$ cat src/rtl/core/itad_pkg.sv
// itad_pkg: shared types and constants for the integer to ASCII digit core.
// Used by itad_front, itad_queue, itad_back and integer_to_ascii_digits_core.
package itad_pkg;

    localparam int DATA_W        = 64;
    localparam int KIND_W        = 2;
    localparam int REQ_W         = 5;
    localparam int CHAR_W        = 7;
    localparam int MAX_DIGITS    = 20;
    localparam int BCD_W         = MAX_DIGITS * 4;
    localparam int LEN_W         = $clog2(MAX_DIGITS + 1);
    localparam int BITS_PER_STEP = 4;
    localparam int CONV_STEPS    = DATA_W / BITS_PER_STEP;
    localparam int STEP_CNT_W    = $clog2(CONV_STEPS);
    localparam int QUEUE_DEPTH   = 2;
    localparam int QPTR_W        = 1;
    localparam int QCNT_W        = 2;

    localparam logic [KIND_W-1:0] KIND_SDEC      = 2'd0;
    localparam logic [KIND_W-1:0] KIND_UDEC      = 2'd1;
    localparam logic [KIND_W-1:0] KIND_HEX_LOWER = 2'd2;
    localparam logic [KIND_W-1:0] KIND_HEX_UPPER = 2'd3;

    localparam logic [CHAR_W-1:0] ASCII_ZERO    = 7'h30;
    localparam logic [CHAR_W-1:0] ASCII_LOWER_A = 7'h61;
    localparam logic [CHAR_W-1:0] ASCII_UPPER_A = 7'h41;

    typedef struct packed {
        logic              hex;
        logic              upper;
        logic [DATA_W-1:0] mag;
        logic [LEN_W-1:0]  req;
    } item_t;

endpackage

$ cat src/rtl/core/integer_to_ascii_digits_core.sv
// integer_to_ascii_digits_core: 64-bit integer to ASCII decimal or hex digits.
// Decimal numbers pass the BCD shift-add-3 unit, then a length search; hex numbers
//   skip the unit. Digits then leave one a cycle while out_ready is high.
// A two-entry queue lets numbers be accepted while the back end converts and emits.
// Reset (rst_n low, asynchronous): queue empty, converter idle, no output valid.
module integer_to_ascii_digits_core
(
    input  logic                          clk,
    input  logic                          rst_n,
    input  logic                          in_valid,
    output logic                          in_ready,
    input  logic [itad_pkg::KIND_W-1:0]   kind,
    input  logic [itad_pkg::DATA_W-1:0]   value,
    input  logic [itad_pkg::REQ_W-1:0]    requested_len,
    output logic                          out_valid,
    input  logic                          out_ready,
    output logic [itad_pkg::CHAR_W-1:0]   character,
    output logic                          last
);

    itad_pkg::item_t push_item;
    itad_pkg::item_t head;
    logic            push;
    logic            pop;
    logic            empty;
    logic            full;

    itad_front u_front
    (
        .in_valid      (in_valid),
        .in_ready      (in_ready),
        .kind          (kind),
        .value         (value),
        .requested_len (requested_len),
        .queue_full    (full),
        .push          (push),
        .item          (push_item)
    );

    itad_queue u_queue
    (
        .clk       (clk),
        .rst_n     (rst_n),
        .push      (push),
        .push_item (push_item),
        .pop       (pop),
        .head      (head),
        .empty     (empty),
        .full      (full)
    );

    itad_back u_back
    (
        .clk       (clk),
        .rst_n     (rst_n),
        .head      (head),
        .empty     (empty),
        .pop       (pop),
        .out_valid (out_valid),
        .out_ready (out_ready),
        .character (character),
        .last      (last)
    );

endmodule

$ cat src/rtl/core/itad_front.sv
// itad_front: accepts a number, forms its magnitude and saturated length request.
// Depends on itad_pkg; feeds itad_queue.
module itad_front
(
    input  logic                          in_valid,
    output logic                          in_ready,
    input  logic [itad_pkg::KIND_W-1:0]   kind,
    input  logic [itad_pkg::DATA_W-1:0]   value,
    input  logic [itad_pkg::REQ_W-1:0]    requested_len,
    input  logic                          queue_full,
    output logic                          push,
    output itad_pkg::item_t               item
);

    logic negative;

    assign in_ready = !queue_full;
    assign push     = in_valid && !queue_full;
    assign negative = (kind == itad_pkg::KIND_SDEC) && value[itad_pkg::DATA_W-1];

    always_comb
    begin
        item.hex   = (kind == itad_pkg::KIND_HEX_LOWER) || (kind == itad_pkg::KIND_HEX_UPPER);
        item.upper = (kind == itad_pkg::KIND_HEX_UPPER);
        item.mag   = negative ? (~value + itad_pkg::DATA_W'(1)) : value;
        if (32'(requested_len) > itad_pkg::MAX_DIGITS)
        begin
            item.req = itad_pkg::LEN_W'(itad_pkg::MAX_DIGITS);
        end
        else
        begin
            item.req = itad_pkg::LEN_W'(requested_len);
        end
    end

endmodule

$ cat src/rtl/core/itad_queue.sv
// itad_queue: two-entry queue between front and back of the digit core.
// Depends on itad_pkg.
module itad_queue
(
    input  logic            clk,
    input  logic            rst_n,
    input  logic            push,
    input  itad_pkg::item_t push_item,
    input  logic            pop,
    output itad_pkg::item_t head,
    output logic            empty,
    output logic            full
);

    itad_pkg::item_t                  entry_reg [itad_pkg::QUEUE_DEPTH];
    logic [itad_pkg::QPTR_W-1:0]      wr_ptr_reg;
    logic [itad_pkg::QPTR_W-1:0]      wr_ptr_next;
    logic [itad_pkg::QPTR_W-1:0]      rd_ptr_reg;
    logic [itad_pkg::QPTR_W-1:0]      rd_ptr_next;
    logic [itad_pkg::QCNT_W-1:0]      count_reg;
    logic [itad_pkg::QCNT_W-1:0]      count_next;

    assign empty = (count_reg == '0);
    assign full  = (count_reg == itad_pkg::QCNT_W'(itad_pkg::QUEUE_DEPTH));
    assign head  = entry_reg[rd_ptr_reg];

    always_comb
    begin
        wr_ptr_next = push ? wr_ptr_reg + 1'b1 : wr_ptr_reg;
        rd_ptr_next = pop ? rd_ptr_reg + 1'b1 : rd_ptr_reg;
        count_next  = count_reg;
        if (push && !pop)
        begin
            count_next = count_reg + 1'b1;
        end
        else if (pop && !push)
        begin
            count_next = count_reg - 1'b1;
        end
    end

    always_ff @(posedge clk or negedge rst_n)
    begin
        if (!rst_n)
        begin
            wr_ptr_reg <= '0;
            rd_ptr_reg <= '0;
            count_reg  <= '0;
        end
        else
        begin
            wr_ptr_reg <= wr_ptr_next;
            rd_ptr_reg <= rd_ptr_next;
            count_reg  <= count_next;
        end
    end

    always_ff @(posedge clk)
    begin
        if (push)
        begin
            entry_reg[wr_ptr_reg] <= push_item;
        end
    end

    assert property (@(posedge clk) disable iff (!rst_n)
        count_reg <= itad_pkg::QCNT_W'(itad_pkg::QUEUE_DEPTH))
        else $error("queue count overflow");

    assert property (@(posedge clk) disable iff (!rst_n)
        pop |-> (count_reg != '0))
        else $error("pop from empty queue");

    assert property (@(posedge clk) disable iff (!rst_n)
        push |-> (count_reg != itad_pkg::QCNT_W'(itad_pkg::QUEUE_DEPTH)))
        else $error("push into full queue");

endmodule

$ cat src/rtl/core/itad_back.sv
// itad_back: binary to BCD conversion of decimal numbers (4 bits a cycle), length search and digit emit.
// Depends on itad_pkg; reads the head of itad_queue.
module itad_back
(
    input  logic                          clk,
    input  logic                          rst_n,
    input  itad_pkg::item_t               head,
    input  logic                          empty,
    output logic                          pop,
    output logic                          out_valid,
    input  logic                          out_ready,
    output logic [itad_pkg::CHAR_W-1:0]   character,
    output logic                          last
);

    localparam logic [1:0] ST_IDLE = 2'd0;
    localparam logic [1:0] ST_CONV = 2'd1;
    localparam logic [1:0] ST_FIND = 2'd2;
    localparam logic [1:0] ST_EMIT = 2'd3;

    logic [1:0]                          state_reg;
    logic [1:0]                          state_next;
    logic [itad_pkg::BCD_W-1:0]          bcd_reg;
    logic [itad_pkg::BCD_W-1:0]          bcd_next;
    logic [itad_pkg::DATA_W-1:0]         bin_reg;
    logic [itad_pkg::DATA_W-1:0]         bin_next;
    logic [itad_pkg::STEP_CNT_W-1:0]     step_reg;
    logic [itad_pkg::STEP_CNT_W-1:0]     step_next;
    logic                                upper_reg;
    logic                                upper_next;
    logic [itad_pkg::LEN_W-1:0]          req_reg;
    logic [itad_pkg::LEN_W-1:0]          req_next;
    logic [itad_pkg::LEN_W-1:0]          pos_reg;
    logic [itad_pkg::LEN_W-1:0]          pos_next;
    logic                                out_valid_reg;
    logic                                out_valid_next;
    logic [itad_pkg::CHAR_W-1:0]         char_reg;
    logic [itad_pkg::CHAR_W-1:0]         char_next;
    logic                                last_reg;
    logic                                last_next;

    logic [itad_pkg::BCD_W-1:0]          dabble;
    logic [itad_pkg::LEN_W-1:0]          natural;
    logic [itad_pkg::LEN_W-1:0]          len;
    logic [3:0]                          cur_digit;
    logic [itad_pkg::CHAR_W-1:0]         cur_char;
    logic                                emit;

    assign out_valid = out_valid_reg;
    assign character = char_reg;
    assign last      = last_reg;
    assign pop       = (state_reg == ST_IDLE) && !empty;
    assign emit      = (state_reg == ST_EMIT) && (!out_valid_reg || out_ready);

    // shift-add-3 over four input bits
    always_comb
    begin
        logic [itad_pkg::DATA_W-1:0] b;
        dabble = bcd_reg;
        b      = bin_reg;
        for (int s = 0; s < itad_pkg::BITS_PER_STEP; s++)
        begin
            for (int d = 0; d < itad_pkg::MAX_DIGITS; d++)
            begin
                if (dabble[4*d +: 4] >= 4'd5)
                begin
                    dabble[4*d +: 4] = dabble[4*d +: 4] + 4'd3;
                end
            end
            dabble = {dabble[itad_pkg::BCD_W-2:0], b[itad_pkg::DATA_W-1]};
            b      = {b[itad_pkg::DATA_W-2:0], 1'b0};
        end
    end

    always_comb
    begin
        natural = itad_pkg::LEN_W'(1);
        for (int d = 1; d < itad_pkg::MAX_DIGITS; d++)
        begin
            if (bcd_reg[4*d +: 4] != 4'd0)
            begin
                natural = itad_pkg::LEN_W'(d + 1);
            end
        end
        len = (req_reg > natural) ? req_reg : natural;
    end

    always_comb
    begin
        cur_digit = bcd_reg[4*pos_reg +: 4];
        if (cur_digit < 4'd10)
        begin
            cur_char = itad_pkg::ASCII_ZERO + itad_pkg::CHAR_W'(cur_digit);
        end
        else if (upper_reg)
        begin
            cur_char = itad_pkg::ASCII_UPPER_A + itad_pkg::CHAR_W'(cur_digit - 4'd10);
        end
        else
        begin
            cur_char = itad_pkg::ASCII_LOWER_A + itad_pkg::CHAR_W'(cur_digit - 4'd10);
        end
    end

    always_comb
    begin
        state_next     = state_reg;
        bcd_next       = bcd_reg;
        bin_next       = bin_reg;
        step_next      = step_reg;
        upper_next     = upper_reg;
        req_next       = req_reg;
        pos_next       = pos_reg;
        out_valid_next = out_valid_reg && !out_ready;
        char_next      = char_reg;
        last_next      = last_reg;

        unique case (state_reg)
            ST_IDLE:
            begin
                if (!empty)
                begin
                    upper_next = head.upper;
                    req_next   = head.req;
                    step_next  = '0;
                    bin_next   = head.mag;
                    if (head.hex)
                    begin
                        bcd_next   = itad_pkg::BCD_W'(head.mag);
                        state_next = ST_FIND;
                    end
                    else
                    begin
                        bcd_next   = '0;
                        state_next = ST_CONV;
                    end
                end
            end
            ST_CONV:
            begin
                bcd_next  = dabble;
                bin_next  = bin_reg << itad_pkg::BITS_PER_STEP;
                step_next = step_reg + 1'b1;
                if (step_reg == itad_pkg::STEP_CNT_W'(itad_pkg::CONV_STEPS - 1))
                begin
                    state_next = ST_FIND;
                end
            end
            ST_FIND:
            begin
                pos_next   = len - 1'b1;
                state_next = ST_EMIT;
            end
            ST_EMIT:
            begin
                if (emit)
                begin
                    out_valid_next = 1'b1;
                    char_next      = cur_char;
                    last_next      = (pos_reg == '0);
                    if (pos_reg == '0)
                    begin
                        state_next = ST_IDLE;
                    end
                    else
                    begin
                        pos_next = pos_reg - 1'b1;
                    end
                end
            end
            default:
            begin
                state_next = ST_IDLE;
            end
        endcase
    end

    always_ff @(posedge clk or negedge rst_n)
    begin
        if (!rst_n)
        begin
            state_reg     <= ST_IDLE;
            out_valid_reg <= 1'b0;
        end
        else
        begin
            state_reg     <= state_next;
            out_valid_reg <= out_valid_next;
        end
    end

    always_ff @(posedge clk)
    begin
        bcd_reg   <= bcd_next;
        bin_reg   <= bin_next;
        step_reg  <= step_next;
        upper_reg <= upper_next;
        req_reg   <= req_next;
        pos_reg   <= pos_next;
        char_reg  <= char_next;
        last_reg  <= last_next;
    end

    assert property (@(posedge clk) disable iff (!rst_n)
        (state_reg == ST_EMIT) |-> (pos_reg < itad_pkg::LEN_W'(itad_pkg::MAX_DIGITS)))
        else $error("digit position out of range");

    assert property (@(posedge clk) disable iff (!rst_n)
        (emit && (pos_reg == '0)) |=> (state_reg == ST_IDLE) && out_valid_reg && last_reg)
        else $error("final digit not flagged");

    assert property (@(posedge clk) disable iff (!rst_n)
        pop |=> (state_reg == ST_CONV) || (state_reg == ST_FIND))
        else $error("item taken without starting conversion");

endmodule
$ cat config.mk
export PLATFORM = sky130hd
export DESIGN_NAME = integer_to_ascii_digits_core
export DESIGN_NICKNAME = d
export VERILOG_FILES = /design/src/rtl/core/itad_pkg.sv /design/src/rtl/core/integer_to_ascii_digits_core.sv /design/src/rtl/core/itad_front.sv /design/src/rtl/core/itad_queue.sv /design/src/rtl/core/itad_back.sv
export SDC_FILE = /design/constraint.sdc
export NUM_CORES = 1
export LEC_CHECK = 0
export BUFFER_PORTS_ARGS = -buffer_cell sky130_fd_sc_hd__clkbuf_2
export CAP_MARGIN = 40
export CORE_ASPECT_RATIO = 1.5
export CORE_MARGIN = 4
export CORE_UTILIZATION = 55
export DETAILED_ROUTE_END_ITERATION = 10
export MAX_ROUTING_LAYER = met4
export PLACE_DENSITY = 0.75
export SYNTH_ARGS = -nofsm -noshare
export SYNTH_HDL_FRONTEND = slang
export SYNTH_SLANG_ARGS = --single-unit
$ cat constraint.sdc
create_clock -name clk -period 20.7 [get_ports clk]
set_input_delay 2.07 -clock clk [delete_from_list [all_inputs] [get_ports clk]]
set_output_delay 2.07 -clock clk [all_outputs]
set_load 0.05 [all_outputs]
==> reports/results.tsv <==
stage	metric	value	unit
logic_synthesis	synth cell count leaders	edfxtp_1 (309), inv_1 (194), nand2_1 (189)	
die	Cell Rows	94	
finish	post-layout net count	2718	
logic_synthesis	top area cells in the synthesized netlist	edfxtp_1 (38%), ha_1 (9.3%), mux2_2 (7.8%)	
logic_synthesis	fraction of registers with async set or reset after synthesis	2.22	%
critical_path	worst setup path class	reg2reg	
finish	Largest register FFs	142	
flow_run	Max Cap Viol	0	
critical_path	Critical path origin	u_back.bcd_reg[72]	
routing	post-detailed-route DRC marker count	0	
clock_tree	PostCTS Resize Cnt	0	
global_route	antenna violations before repair	0	
finish	area of combinational cells with multiple inputs	13900	um2
placement	port bufs	84	
critical_path	worst stage delay on the critical path	0.51	ns
placement	placed wire-length estimate	42800	um
critical_path	startpoint of the most critical register-to-register path	u_back.bcd_reg[72]	
logic_synthesis	cells after synthesis	2406	
routing	average wire per cell in the routed design	18.4	um
placement	number of cells after detailed placement	3005	
clock_tree	# Post-CTS Setup Buffers	0	
logic_synthesis	post-synth top area cell	edfxtp_1	
die	Die Y	266	um
finish	flip-flop and latch area	9460	um2
critical_path	Worst EP arrival	5.54	ns
run_status	result of the run	complete, no violations	
clock_tree	number of sinks on the clock net	316	
worst_hold_path	Hold Startpoint	u_queue.count_reg[1]	
clock_tree	CTS Hold Bufs	0	
sta	Slew headroom	38.3	%
logic_synthesis	Cell Area, Synth	24400	um2
sta	Fin Clk Skew	0.0117	ns
logic_synthesis	number of distinct library cells after synthesis	94	
logic_synthesis	part of the Yosys area used for sequential elements	38.7	%
critical_path	CP most frequent cell	ha_1	
finish	share of cells above drive strength 1	16.5	%
die	horizontal die dimension	180	um
logic_synthesis	count of synthesis-stage warnings from yosys	0	
sta	RSZ-0062 raised after global routing	false	
logic_synthesis	EDFF count, synth	309	
global_route	all-layer global routing usage	23.4	%
global_route	global-route congestion overflow total	0	
critical_path	capturing element type of the critical path	flop	
sta	final-report hold violation count	0	
clock_tree	Skew-Pair Late Insertion Delay	0.59	ns
die	I/O Pins	85	
finish	Area Growth Syn to Fin	8.54	%
routing	overall routed net length	56400	um
sta	final worst hold slack	0.524	ns
sta	final slew viol count	0	
placement	GPL Wtd Cong	0.893	
global_route	via count of the first global-routing pass	18500	
clock_tree	cts bufs inserted	31	
routing	detailed-routing iteration count for the pre-antenna-repair pass	6	
critical_path	crit start category	flop	
critical_path	required time worst endpoint	21.01	ns
logic_synthesis	most frequently used cell type in the post-synthesis netlist	edfxtp_1	
sta	fraction of the cycle the final worst path needs	25.3	%
global_route	pin count of the biggest net entering global routing	72	
finish	number of fill cells	3511	
sta	setup violators final	0	
finish	final non-filler cell total	3062	
logic_synthesis	area share of the largest cell type after synthesis	38.0	%
worst_hold_path	type of the tightest min-delay check	reg2reg	
logic_synthesis	Mapped Avg Cell Area	10.1	um2
clock_tree	worst-case clock buffer depth	3	
placement	Placed Instance Area	25500	um2
sta	Worst-Margin Slew	0.925	ns
clock_tree	CTS clock-pin slew for the worst setup and hold paths	0.07	ns
routing	vias per std cell	5.98	
sta	min cycle time layout	5.24	ns
die	placeable core area	43900	um2
finish	Post-Layout Inst Area	26500	um2
logic_synthesis	Most used DFF post-synth	edfxtp_1	
routing	Antenna Nets Post-Route	0	
critical_path	cell at the slowest stage of the critical path	o311ai_0	
clock_tree	level count of the clock H-tree	1	
global_route	wire length of the first global-routing pass	90300	um
die	starting density of the core	55.6	%
logic_synthesis	flip-flop and latch count after synthesis	316	
finish	Antenna diodes	0	
clock_tree	clock root buffer	clkbuf_16	
critical_path	sequence of cells on the critical path	inv_1 > ha_1 > nand2b_1 > a21oi_1 > xnor2_1 > ha_1 > nor2b_1 > o21a_1 > xnor2_1 > ha_1 > nor2b_1 > nor2b_1 > o311ai_0 > xnor2_1 > inv_1 > ha_1 > inv_1 > nor2_1 > o21ai_1 > mux2i_1 > nor2_1	
critical_path	largest fanout of any net on the critical path	5	
logic_synthesis	Synthesized Nets	2662	
die	die footprint	47900	um2
routing	initial drt markers	1136	
sta	total negative setup slack	0	ns
routing	vias	18300	
sta	maximum operating frequency	0.191	GHz
clock_tree	TritonCTS clock tree	done	
## metal layers
layer	wire length (um)	track usage (%)
met1	21500	25.2
met4	3200	12.3
met2	29500	42.6
met5	0	-
met3	2230	2.20
## cell usage in the layout (no fill, tap or decap), types with 17 or more instances in the layout
cell type and n:
edfxtp_1 309, inv_1 194, nand2_1 189, ha_1 181, nor2_1 171, mux2_2 168
o21ai_0 138, mux2i_1 109, a21oi_1 97, xnor2_1 94, clkbuf_2 84, nor2b_1 52
nand2b_1 49, xor2_1 48, nand3_1 39, nor3b_1 38, nor3_1 31, clkbuf_16 31
and2_1 28, mux4_2 23, a21o_1 22, o31ai_1 22, a211oi_1 21, o21a_1 17
## through the flow
stage | util, % | setup slack (ns)
5_1_grt | 60.4 | 15.04
4_1_cts | 60.4 | 15.48
3_3_place_gp | 57.7 | 15.58
6_report | 60.4 | 15.46
3_5_place_dp | 58.1 | 15.47
2_1_floorplan | - | 11.65
## critical path: cells and delay by family, from the launching register on
kind	cells	cell delay (ns)
compound gates	4	1.27
fa+ha+maj	4	1.02
simple gates	6	0.77
xor+xnor	3	0.77
flops	1	0.47
buf+inv	3	0.38
mux	1	0.27
## area by class of cell
class | count | area share [%]
Inverter | 195 | 2.77
Timing Repair Buffer | 101 | 2.45
Clock buffer | 34 | 2.97
Tap cell | 576 | 2.72
Clock inverter | 23 | 0.846
Multi-Input combinational cell | 1817 | 52.5
Sequential cell | 316 | 35.7
## worst paths after layout
check | to | slack (ns) | cells past startpoint
worst max-delay path | u_back.bcd_reg[74] | 15.46 | 21
worst min-delay path | u_queue.count_reg[1] | 0.52 | 1
worst max register to register | u_back.bcd_reg[74] | 15.46 | 21
worst min register to register | u_queue.count_reg[1] | 0.52 | 1
max in group asynchronous | u_queue.rd_ptr_reg | 19.18 | 1
min in group asynchronous | u_queue.count_reg[0] | 1.32 | 1
## cell families after synthesis
group,count (synthesis),share of synthesized area [%]
compound gates,479,13.0
mux,300,14.3
fa+ha+maj,181,9.28
xor+xnor,142,5.10
simple gates,715,15.2
flops,316,38.7
buf+inv,273,4.32
Power is left out: the tool's default activity adds up to more than one toggle a clock period on the data nets, which glitch-free logic cannot reach.
